--- config.mk ---
export PLATFORM = sky130hd
export DESIGN_NAME = round_robin_slice_scheduler_unit
export DESIGN_NICKNAME = d
export VERILOG_FILES = /design/src/design/rrss_pkg.sv /design/src/design/rrss_ram.sv /design/src/design/rrss_datapath.sv /design/src/design/rrss_ctrl.sv /design/src/design/round_robin_slice_scheduler_unit.sv
export SDC_FILE = /design/constraint.sdc
export NUM_CORES = 2
export LEC_CHECK = 0
export BUFFER_PORTS_ARGS = -buffer_cell sky130_fd_sc_hd__buf_2
export CORE_ASPECT_RATIO = 0.9
export CORE_MARGIN = 3
export CORE_UTILIZATION = 40
export CTS_BUF_LIST = sky130_fd_sc_hd__clkbuf_16
export CTS_CLUSTER_SIZE = 30
export DETAILED_ROUTE_END_ITERATION = 8
export PLACE_DENSITY_LB_ADDON = 0.1
export SYNTH_ARGS = -nofsm -noshare
export SYNTH_HDL_FRONTEND = slang
export SYNTH_SLANG_ARGS = --single-unit
--- constraint.sdc ---
create_clock -name i_clk -period 12.3 [get_ports i_clk]
set_input_delay 1.23 -clock i_clk [delete_from_list [all_inputs] [get_ports i_clk]]
set_output_delay 1.23 -clock i_clk [all_outputs]
set_load 0.1 [all_outputs]
--- src/design/rrss_pkg.sv ---
package rrss_pkg;

    // queue geometry
    localparam int QUEUE_DEPTH = 16;
    localparam int IDX_W       = $clog2(QUEUE_DEPTH);
    localparam int OCC_W       = $clog2(QUEUE_DEPTH + 1);

    // configuration space
    localparam int          ADDR_W        = 2;
    localparam logic [ADDR_W-1:0] ADDR_QUANTUM = 2'd0;
    localparam logic [15:0] QUANTUM_RESET = 16'd5;

    // request kinds
    localparam logic KIND_ADD      = 1'b0;
    localparam logic KIND_DISPATCH = 1'b1;

    typedef enum logic [1:0] {
        ST_ADDED = 2'd0,
        ST_FULL  = 2'd1,
        ST_RUN   = 2'd2,
        ST_EMPTY = 2'd3
    } t_status;

    typedef enum logic {
        S_IDLE,
        S_EXEC
    } t_state;

    typedef struct packed {
        logic        kind;
        logic [15:0] burst_time;
    } t_req;

    typedef struct packed {
        t_status     status;
        logic [15:0] job_id;
        logic [31:0] slice_wait;
        logic        finished;
        logic [15:0] remaining_after;
        logic [31:0] clock_after;
        logic [31:0] total_wait;
        logic [15:0] jobs_done;
    } t_rsp;

    // one ready queue entry
    typedef struct packed {
        logic [15:0] id;
        logic [15:0] remaining;
        logic [31:0] wait_since;
    } t_entry;

    localparam int ENTRY_W = $bits(t_entry);

    // controller to datapath
    typedef struct packed {
        logic accept;
        logic commit;
    } t_cmd;

    // datapath to controller
    typedef struct packed {
        logic out_free;
    } t_stat;

    // circular index advance
    function automatic logic [IDX_W-1:0] next_index(input logic [IDX_W-1:0] idx);
        logic [IDX_W-1:0] res;
        if (idx == IDX_W'(QUEUE_DEPTH - 1)) begin
            res = '0;
        end else begin
            res = idx + 1'b1;
        end
        return res;
    endfunction

endpackage

--- src/design/rrss_ram.sv ---
module rrss_ram #(
    parameter int WIDTH = 8,
    parameter int DEPTH = 16
) (
    input  logic                     i_clk,
    input  logic                     i_wr_en,
    input  logic [$clog2(DEPTH)-1:0] i_wr_addr,
    input  logic [WIDTH-1:0]         i_wr_data,
    input  logic                     i_rd_en,
    input  logic [$clog2(DEPTH)-1:0] i_rd_addr,
    output logic [WIDTH-1:0]         o_rd_data
);

    logic [WIDTH-1:0] r_mem [DEPTH];
    logic [WIDTH-1:0] r_rd_data;

    // one write port, one registered read port
    always_ff @(posedge i_clk) begin
        if (i_wr_en) begin
            r_mem[i_wr_addr] <= i_wr_data;
        end
        if (i_rd_en) begin
            r_rd_data <= r_mem[i_rd_addr];
        end
    end

    assign o_rd_data = r_rd_data;

endmodule

--- src/design/rrss_datapath.sv ---
module rrss_datapath (
    input  logic               i_clk,
    input  logic               i_rst_n,
    input  rrss_pkg::t_cmd     i_cmd,
    output rrss_pkg::t_stat    o_stat,
    input  rrss_pkg::t_req     i_req,
    output rrss_pkg::t_rsp     o_rsp,
    output logic               o_valid,
    input  logic               i_ready,
    input  logic               i_cfg_wr,
    input  logic [15:0]        i_cfg_data,
    output logic [15:0]        o_quantum
);

    // control and bookkeeping state
    logic [rrss_pkg::IDX_W-1:0] r_head, n_head;
    logic [rrss_pkg::IDX_W-1:0] r_tail, n_tail;
    logic [rrss_pkg::OCC_W-1:0] r_occ, n_occ;
    logic [31:0]                r_clock, n_clock;
    logic [15:0]                r_next_id, n_next_id;
    logic [31:0]                r_total, n_total;
    logic [15:0]                r_done, n_done;
    logic [15:0]                r_quantum;
    logic                       r_out_valid;

    // payload registers
    rrss_pkg::t_req             r_req;
    rrss_pkg::t_rsp             r_rsp, n_rsp;

    // queue memory signals
    logic                       wr_en;
    rrss_pkg::t_entry           wr_entry;
    rrss_pkg::t_entry           rd_entry;
    logic [rrss_pkg::ENTRY_W-1:0] rd_bits;

    logic [31:0] wait_cur;
    logic [32:0] total_sum;
    logic [16:0] done_inc;
    logic        is_full;
    logic        is_empty;

    rrss_ram #(
        .WIDTH (rrss_pkg::ENTRY_W),
        .DEPTH (rrss_pkg::QUEUE_DEPTH)
    ) u_queue (
        .i_clk     (i_clk),
        .i_wr_en   (wr_en),
        .i_wr_addr (r_tail),
        .i_wr_data (wr_entry),
        .i_rd_en   (i_cmd.accept),
        .i_rd_addr (r_head),
        .o_rd_data (rd_bits)
    );

    assign rd_entry = rd_bits;

    // queue condition and slice arithmetic
    assign is_full   = (r_occ == rrss_pkg::OCC_W'(rrss_pkg::QUEUE_DEPTH));
    assign is_empty  = (r_occ == '0);
    assign wait_cur  = r_clock - rd_entry.wait_since;
    assign total_sum = {1'b0, r_total} + {1'b0, wait_cur};
    assign done_inc  = {1'b0, r_done} + 17'd1;

    // next state for one committed request
    always_comb begin
        n_head    = r_head;
        n_tail    = r_tail;
        n_occ     = r_occ;
        n_clock   = r_clock;
        n_next_id = r_next_id;
        n_total   = r_total;
        n_done    = r_done;
        wr_en     = 1'b0;
        wr_entry  = '0;
        n_rsp     = '0;

        if (r_req.kind == rrss_pkg::KIND_ADD) begin
            if (is_full) begin
                n_rsp.status = rrss_pkg::ST_FULL;
            end else begin
                n_rsp.status        = rrss_pkg::ST_ADDED;
                n_rsp.job_id        = r_next_id;
                wr_en               = i_cmd.commit;
                wr_entry.id         = r_next_id;
                wr_entry.remaining  = r_req.burst_time;
                wr_entry.wait_since = r_clock;
                n_next_id           = r_next_id + 16'd1;
                n_tail              = rrss_pkg::next_index(r_tail);
                n_occ               = r_occ + 1'b1;
            end
        end else if (is_empty) begin
            n_rsp.status = rrss_pkg::ST_EMPTY;
        end else begin
            n_rsp.status     = rrss_pkg::ST_RUN;
            n_rsp.job_id     = rd_entry.id;
            n_rsp.slice_wait = wait_cur;
            n_head           = rrss_pkg::next_index(r_head);
            n_total          = total_sum[32] ? 32'hFFFF_FFFF : total_sum[31:0];
            if (rd_entry.remaining <= r_quantum) begin
                // job completes within this slice
                n_clock        = r_clock + {16'd0, rd_entry.remaining};
                n_done         = done_inc[16] ? r_done : done_inc[15:0];
                n_rsp.finished = 1'b1;
                n_occ          = r_occ - 1'b1;
            end else begin
                // job goes back to the tail with a new stamp
                n_clock               = r_clock + {16'd0, r_quantum};
                n_rsp.remaining_after = rd_entry.remaining - r_quantum;
                wr_en                 = i_cmd.commit;
                wr_entry.id           = rd_entry.id;
                wr_entry.remaining    = rd_entry.remaining - r_quantum;
                wr_entry.wait_since   = r_clock + {16'd0, r_quantum};
                n_tail                = rrss_pkg::next_index(r_tail);
            end
        end
        n_rsp.clock_after = n_clock;
        n_rsp.total_wait  = n_total;
        n_rsp.jobs_done   = n_done;
    end

    // scheduler state registers
    always_ff @(posedge i_clk) begin
        if (!i_rst_n) begin
            r_head    <= '0;
            r_tail    <= '0;
            r_occ     <= '0;
            r_clock   <= '0;
            r_next_id <= 16'd1;
            r_total   <= '0;
            r_done    <= '0;
        end else if (i_cmd.commit) begin
            r_head    <= n_head;
            r_tail    <= n_tail;
            r_occ     <= n_occ;
            r_clock   <= n_clock;
            r_next_id <= n_next_id;
            r_total   <= n_total;
            r_done    <= n_done;
        end
    end

    // quantum register
    always_ff @(posedge i_clk) begin
        if (!i_rst_n) begin
            r_quantum <= rrss_pkg::QUANTUM_RESET;
        end else if (i_cfg_wr) begin
            r_quantum <= i_cfg_data;
        end
    end

    // request capture
    always_ff @(posedge i_clk) begin
        if (i_cmd.accept) begin
            r_req <= i_req;
        end
    end

    // result register
    always_ff @(posedge i_clk) begin
        if (!i_rst_n) begin
            r_out_valid <= 1'b0;
        end else if (i_cmd.commit) begin
            r_out_valid <= 1'b1;
        end else if (i_ready) begin
            r_out_valid <= 1'b0;
        end
    end

    always_ff @(posedge i_clk) begin
        if (i_cmd.commit) begin
            r_rsp <= n_rsp;
        end
    end

    assign o_stat.out_free = !r_out_valid || i_ready;
    assign o_valid         = r_out_valid;
    assign o_rsp           = r_rsp;
    assign o_quantum       = r_quantum;

endmodule

--- src/design/rrss_ctrl.sv ---
module rrss_ctrl (
    input  logic            i_clk,
    input  logic            i_rst_n,
    input  logic            i_valid,
    output logic            o_ready,
    input  rrss_pkg::t_stat i_stat,
    output rrss_pkg::t_cmd  o_cmd
);

    rrss_pkg::t_state r_state, n_state;

    // state register
    always_ff @(posedge i_clk) begin
        if (!i_rst_n) begin
            r_state <= rrss_pkg::S_IDLE;
        end else begin
            r_state <= n_state;
        end
    end

    // next state and commands
    always_comb begin
        n_state      = r_state;
        o_cmd.accept = 1'b0;
        o_cmd.commit = 1'b0;
        o_ready      = 1'b0;
        unique case (r_state)
            rrss_pkg::S_IDLE: begin
                o_ready      = 1'b1;
                o_cmd.accept = i_valid;
                if (i_valid) begin
                    n_state = rrss_pkg::S_EXEC;
                end
            end
            rrss_pkg::S_EXEC: begin
                // hold until the result register can take the answer
                o_cmd.commit = i_stat.out_free;
                if (i_stat.out_free) begin
                    n_state = rrss_pkg::S_IDLE;
                end
            end
            default: begin
                n_state = rrss_pkg::S_IDLE;
            end
        endcase
    end

endmodule

--- src/design/round_robin_slice_scheduler_unit.sv ---
// Round-robin time-slice scheduler. Add requests append a job to a circular
// ready queue of rrss_pkg::QUEUE_DEPTH entries; dispatch requests pop the head,
// charge its wait, run one quantum and finish it or put it back at the tail.
// Each request passes the accept state, which reads the queue head from the
// registered-read queue memory, then the execute state, which updates the queue
// and loads the result register. A request is taken while an earlier result
// still waits in the result register; the execute state holds only while that
// result has not been taken. A new request is taken only once the execute
// state is done. The queue memory needs no clearing after reset. The time
// quantum register sits at byte address 0 of the APB port and resets to 5.
module round_robin_slice_scheduler_unit (
    input  logic                          i_clk,
    input  logic                          i_rst_n,
    input  logic                          i_valid,
    output logic                          o_ready,
    input  rrss_pkg::t_req                i_req,
    output logic                          o_valid,
    input  logic                          i_ready,
    output rrss_pkg::t_rsp                o_rsp,
    input  logic                          psel,
    input  logic                          penable,
    input  logic                          pwrite,
    input  logic [rrss_pkg::ADDR_W-1:0]   paddr,
    input  logic [31:0]                   pwdata,
    output logic [31:0]                   prdata,
    output logic                          pready
);

    rrss_pkg::t_cmd  cmd;
    rrss_pkg::t_stat stat;
    logic            cfg_wr;
    logic [15:0]     quantum;

    // register decode
    assign pready = 1'b1;
    assign cfg_wr = psel && penable && pwrite && (paddr == rrss_pkg::ADDR_QUANTUM);
    assign prdata = (paddr == rrss_pkg::ADDR_QUANTUM) ? {16'd0, quantum} : 32'd0;

    rrss_ctrl u_ctrl (
        .i_clk   (i_clk),
        .i_rst_n (i_rst_n),
        .i_valid (i_valid),
        .o_ready (o_ready),
        .i_stat  (stat),
        .o_cmd   (cmd)
    );

    rrss_datapath u_dp (
        .i_clk      (i_clk),
        .i_rst_n    (i_rst_n),
        .i_cmd      (cmd),
        .o_stat     (stat),
        .i_req      (i_req),
        .o_rsp      (o_rsp),
        .o_valid    (o_valid),
        .i_ready    (i_ready),
        .i_cfg_wr   (cfg_wr),
        .i_cfg_data (pwdata[15:0]),
        .o_quantum  (quantum)
    );

endmodule

# --- After elaboration in Yosys (flattened, before gate mapping) ---
# Memory sizes are Yosys's and may differ from the RTL's. A register that Yosys moved wholly into a read port is not among the register bits.
# Cells that the tools add are included.
classes:
  n_addsub: 11
  n_mul: 0
  div: 0
  magnitude_cmp: 1
  eq_ne: 7
  n_shift: 0
  mux: 46
  bitwise_logic: 4
  reduce_logical: 14
ops:
  columns: ["cell", "count"]
  rows:
  - ["$mux 64", 4]
  - ["$mux 32", 6]
  - ["$mux 16", 7]
  - ["$mux 65", 1]
  - ["$add 32x16->32", 2]
  - ["$add 32x32->33", 1]
  - ["$sub 32x32->32", 1]
  - ["$mux 4", 6]
  - ["$mux 5", 4]
  - ["$mux 18", 1]
  - ["$add 16x1->17 const B", 1]
  - ["$add 16x1->16 const B", 1]
  - ["$le 16x16->1", 1]
  - ["$mux 1", 16]
  - ["$sub 16x16->16", 1]
  - ["$add 4x1->4 const B", 2]
  - ["$eq 4x4->1 const B", 2]
  - ["$reduce_and 4->1", 2]
  - ["$ne 2x2->1 const B", 3]
  - ["$reduce_and 3->1", 2]
  - ["$add 5x1->5 const B", 1]
  - ["$eq 5x5->1 const B", 1]
  - ["$logic_not 5->1", 1]
  - ["$sub 5x1->5 const B", 1]
  - ["other kinds (10)", 15]
word_totals:
  regBits: 291
  latch_bits: 0
  ram_bits: 1024
  romBits: 0
  input_bits: 58
  output_inout_bits: 182
  word_cells: 104
  memories: 1
mem_list:
  columns: ["name", "depth", "width", "read_ports", "rd_ports_with_merged_regs", "write_ports", "line_no", "source"]
  rows:
  - ["u_dp.u_queue.r_mem", 16, 64, 1, 1, 1, "rrss_ram.sv:14", "logic [WIDTH-1:0] r_mem [DEPTH];"]

# --- Longest topological paths before layout ---
logic_depth:
  word_depth: 8
  mapped_depth: 21
  mapped_depth_nobuf: 21

# --- Modules after synthesis ---
# From an unflattened synthesis, not the netlist that was laid out.
unflattened:
  cells_unflattened: 3725
  hier_area_um2: 58870.2
by_module_without_submodules:
  columns: ["module", "instances", "cells_each", "area_each_um2", "seq_area_each_um2"]
  rows:
  - ["rrss_ram", 1, 1647, 40223.6, 32671.3]
  - ["rrss_datapath", 1, 2034, 18330.1, 7447.1]
  - ["round_robin_slice_scheduler_unit", 1, 38, 266.5, 0.0]
  - ["rrss_ctrl", 1, 6, 50.0, 20.0]

# --- Worst setup path after synthesis ---
# No wires, ideal clock.
synth_timing:
  path_type: "input to register"
  from: "input port i_ready"
  to: "memory u_dp.u_queue.r_mem[3][0] (netlist name), enable pin"
  setup_ps: 564
  t_arrival_ps: 9975
  required_ps: 11736
  path_slack_ps: 1760
  stages: 7
  path_buffers: 0
  path_cell_list: "nand2b_1 > nand2_1 > inv_1 > nand2_1 > o22ai_2 > nand2_1 > nor3_1"
synth_lines:
  columns: ["item", "line_no", "source"]
  rows:
  - ["start: declaration", "round_robin_slice_scheduler_unit.sv:18", "input logic i_ready,"]
  - ["end: declaration", "rrss_ram.sv:14", null]

==> impl_metrics.env <==
export IMPL_setup_tns_ps=0
export IMPL_crit_chain="ha_1, a21o_1, a21oi_1, o221a_2, o31ai_1, buf_4, a211o_2, a2111oi_4, o31ai_1, xor2_1, ha_1, a21oi_1, o21a_1, nand2_1, a41oi_1, a211oi_1, a211o_1, buf_4, nor2_1, o21ai_0"
export IMPL_final_common_cell="edfxtp_1"
export IMPL_ff2ff_path_depth=20
export IMPL_syn_to_final_growth_pct=14.49
export IMPL_rsz0062_at_grt="false"
export IMPL_synth_edf_count=1252
export IMPL_coreArea_um2=144700
export IMPL_reg2reg_to="u_dp.o_rsp[17]$_DFFE_PP_"
export IMPL_use_met2_pct=30.85
export IMPL_min_from="u_dp.r_done[1]$_SDFFE_PN0P_"
export IMPL_hold_viol_final=0
export IMPL_tightest_slew_ps=1249
export IMPL_hpwlAfterDp_mm=95.85
export IMPL_worstSetupStartpoint="u_dp.r_clock[7]$_SDFFE_PN0P_"
export IMPL_dieArea_um2=151100
export IMPL_ioPinCount=240
export IMPL_syn_inst=3571
export IMPL_drive_above_1_share_pct=22.36
export IMPL_grt_pass1_wl_mm=233.2
export IMPL_synth_cell_types=81
export IMPL_place_congestion=0.8771
export IMPL_cpLargestDelayFamily="compound AO/OA/AOI/OAI gates"
export IMPL_pre_cts_ws_ps=6638
export IMPL_grt_max_degree=110
export IMPL_rrSetupSlack_ps=6790
export IMPL_max_slew_margin_rel_pct=16.26
export IMPL_drt_initial_drc_count=3017
export IMPL_syn_cell_area_um2=58580
export IMPL_setup_worst_path_class="reg -> reg"
export IMPL_cts_sinks=1379
export IMPL_final_area_um2=67070
export IMPL_max_stage_delay_ps=570
export IMPL_initial_core_util_pct=40.49
export IMPL_crit_path_end_kind="register"
export IMPL_placed_area_um2=62180
export IMPL_powerDensity_nw_per_um2=157.6
export IMPL_critPathSlowestCell="dfxtp_1"
export IMPL_die_x_um=409.4
export IMPL_leakage_uw=0.02276
export IMPL_holdWs_ps=489.3
export IMPL_max_freq_ghz=0.1813
export IMPL_hold_end="u_dp.r_done[1]$_SDFFE_PN0P_"
export IMPL_port_buffers=206
export IMPL_cts_hold_buf=0
export IMPL_clock_skew_ps=50.03
export IMPL_grt_remaining_overflow=0
export IMPL_cts_root_buffer="clkbuf_16"
export IMPL_wl_per_cell_um=27.26
export IMPL_hold_depth=2
export IMPL_synth_seq_area_share_pct=68.52
export IMPL_numCtsBuffers=147
export IMPL_status="finished, final reports clean"
export IMPL_grt_pass1_vias=32580
export IMPL_final_core_util_pct=46.36
export IMPL_synth_ff_type="edfxtp_1"
export IMPL_clock_latency_ps=800
export IMPL_drc=0
export IMPL_arrival_ps=5960
export IMPL_hold_path_class="reg -> reg"
export IMPL_layout_setup_ws_ps=6786
export IMPL_firstDrtPassIters=5
export IMPL_via_per_inst=5.630
export IMPL_path_max_fanout=29
export IMPL_detail_route_antenna_nets=0
export IMPL_layout_common_cells="1252 x edfxtp_1, 320 x mux4_2, 244 x nand2_1"
export IMPL_yosys_top_cells_area="edfxtp_1 64%, mux4_2 12%, dfxtp_1 4.3%"
export IMPL_synth_area_per_cell_um2=16.40
export IMPL_period_needed_ps=5514
export IMPL_cts_resized=0
export IMPL_async_reset_ff_share_pct=0
export IMPL_yosysWarnings=0
export IMPL_r2r_start="u_dp.r_clock[7]$_SDFFE_PN0P_"
export IMPL_max_cap_violations=0
export IMPL_post_cts_setup_buffers=0
export IMPL_wirelength_mm=161.0
export IMPL_via_count=33260
export IMPL_synth_seq_cells=1379
export IMPL_setup_viol=0
export IMPL_clk_pin_slew_ps=60
export IMPL_yosysTopAreaCellShare_pct=64.18
export IMPL_rows=132
export IMPL_gr_usage_met1_pct=32.94
export IMPL_start_kind="register"
export IMPL_use_met3_pct=4.111
export IMPL_worst_path_buf_inv=2
export IMPL_cp_data_required_time_ps=12740
export IMPL_min_period_over_period_pct=44.83
export IMPL_clockBufferDepth=3
export IMPL_synth_top_area_cell="edfxtp_1"
export IMPL_final_nets=4025
export IMPL_die_h_um=369.0
export IMPL_top_usage_layer="met1"
export IMPL_antenna_found_initial=5
export IMPL_track_usage_pct=21.25
export IMPL_peakVddDrop_mv=0.1320
export IMPL_final_max_slew_viol_count=0
export IMPL_cts_tree="done"
export IMPL_htreeDepth=4
==> power breakdown <==
part	internal (uW)	leakage [uW]	switching, uW
Clock	2480	0.00248	1940
Combinational	224	0.00766	679
Sequential	5200	0.0126	54.4
==> worst min-delay path, stage by stage, from the launching register on <==
cell and delay (ps):
dfxtp_1 330, nand2_1 60, o21ai_0 60
==> cell type report <==
class	instances	area, um^2
flip-flops and latches	1379	40150
well taps	1943	2431
fillers	12620	77610
multi-input cells	1934	17580
repair buffers	292	1689
clock inverters	126	1204
clock buffers	147	3679
diodes	2	5.005
inverters	84	325.3
==> registers in the layout (all words and copies together), names as in the netlist, 4 cells and up <==
| register | cells |
|---|---|
| u_dp.u_queue.r_mem | 1024 |
| u_dp.o_rsp | 147 |
| u_dp.u_queue.o_rd_data | 64 |
| u_dp.r_clock | 32 |
| u_dp.r_total | 32 |
| u_dp.r_req | 17 |
| u_dp.o_quantum | 16 |
| u_dp.r_done | 16 |
| u_dp.r_next_id | 16 |
| u_dp.r_occ | 5 |
| u_dp.r_head | 4 |
| u_dp.r_tail | 4 |
==> kinds of logic after synthesis <==
logic type | count (synthesis) | share of synthesized area [%]
fa+ha+maj | 129 | 2.832
xor+xnor | 158 | 2.362
compound gates | 597 | 6.421
simple gates | 701 | 5.421
other cells | 2 | 0.01282
flops | 1379 | 68.52
mux | 332 | 12.52
buf+inv | 273 | 1.910
==> per-stage QoR <==
| stage | power, uW | cells |
|---|---|---|
| 2_1_floorplan | 6005 | 3586 |
| 6_report | 10570 | 5907 |
| 4_1_cts | 10700 | 5905 |
| 3_5_place_dp | 6260 | 5632 |
| 3_3_place_gp | 6259 | 5632 |
| 5_1_grt | 10950 | 5905 |
==> synthesized netlist by cell type, types with 17 or more instances <==
library cell,number
buf_4,21
o21a_1,17
nand2_1,244
and3_1,33
nand4_1,21
buf_1,26
and2_1,40
a22o_1,18
clkbuf_1,135
dfxtp_1,127
o31ai_1,17
xor2_1,77
nor2_1,216
inv_1,83
mux4_2,320
ha_1,123
o21ai_0,177
a21o_1,62
xnor2_1,81
edfxtp_1,1252
nand3_1,44
a21oi_1,165
a211oi_1,40
nor3_1,40
==> how the worst max path moves through the flow <==
stage                     cells past startpoint  slack [ps]                              endpoint
final                                        20        6790              u_dp.o_rsp[17]$_DFFE_PP_
after global routing                         20        6380              u_dp.o_rsp[17]$_DFFE_PP_
after detailed placement                     11        6640  u_dp.u_queue.r_mem[15][54]$_DFFE_PP_
after floorplan                               7        1760    u_dp.u_queue.r_mem[3][0]$_DFFE_PP_
after CTS                                    21        6820              u_dp.o_rsp[17]$_DFFE_PP_
after global placement                       11        6660  u_dp.u_queue.r_mem[15][54]$_DFFE_PP_
==> routing by layer <==
metal / share of wire (%) / up-vias / wire [um]
li1: - / 14600 / -
met5: 0 / - / 0
met3: 7.2 / 181 / 11660
met1: 48 / 17270 / 76580
met4: 1.7 / 0 / 2717
met2: 44 / 1205 / 70080
Power figures use the tool's default switching activity.
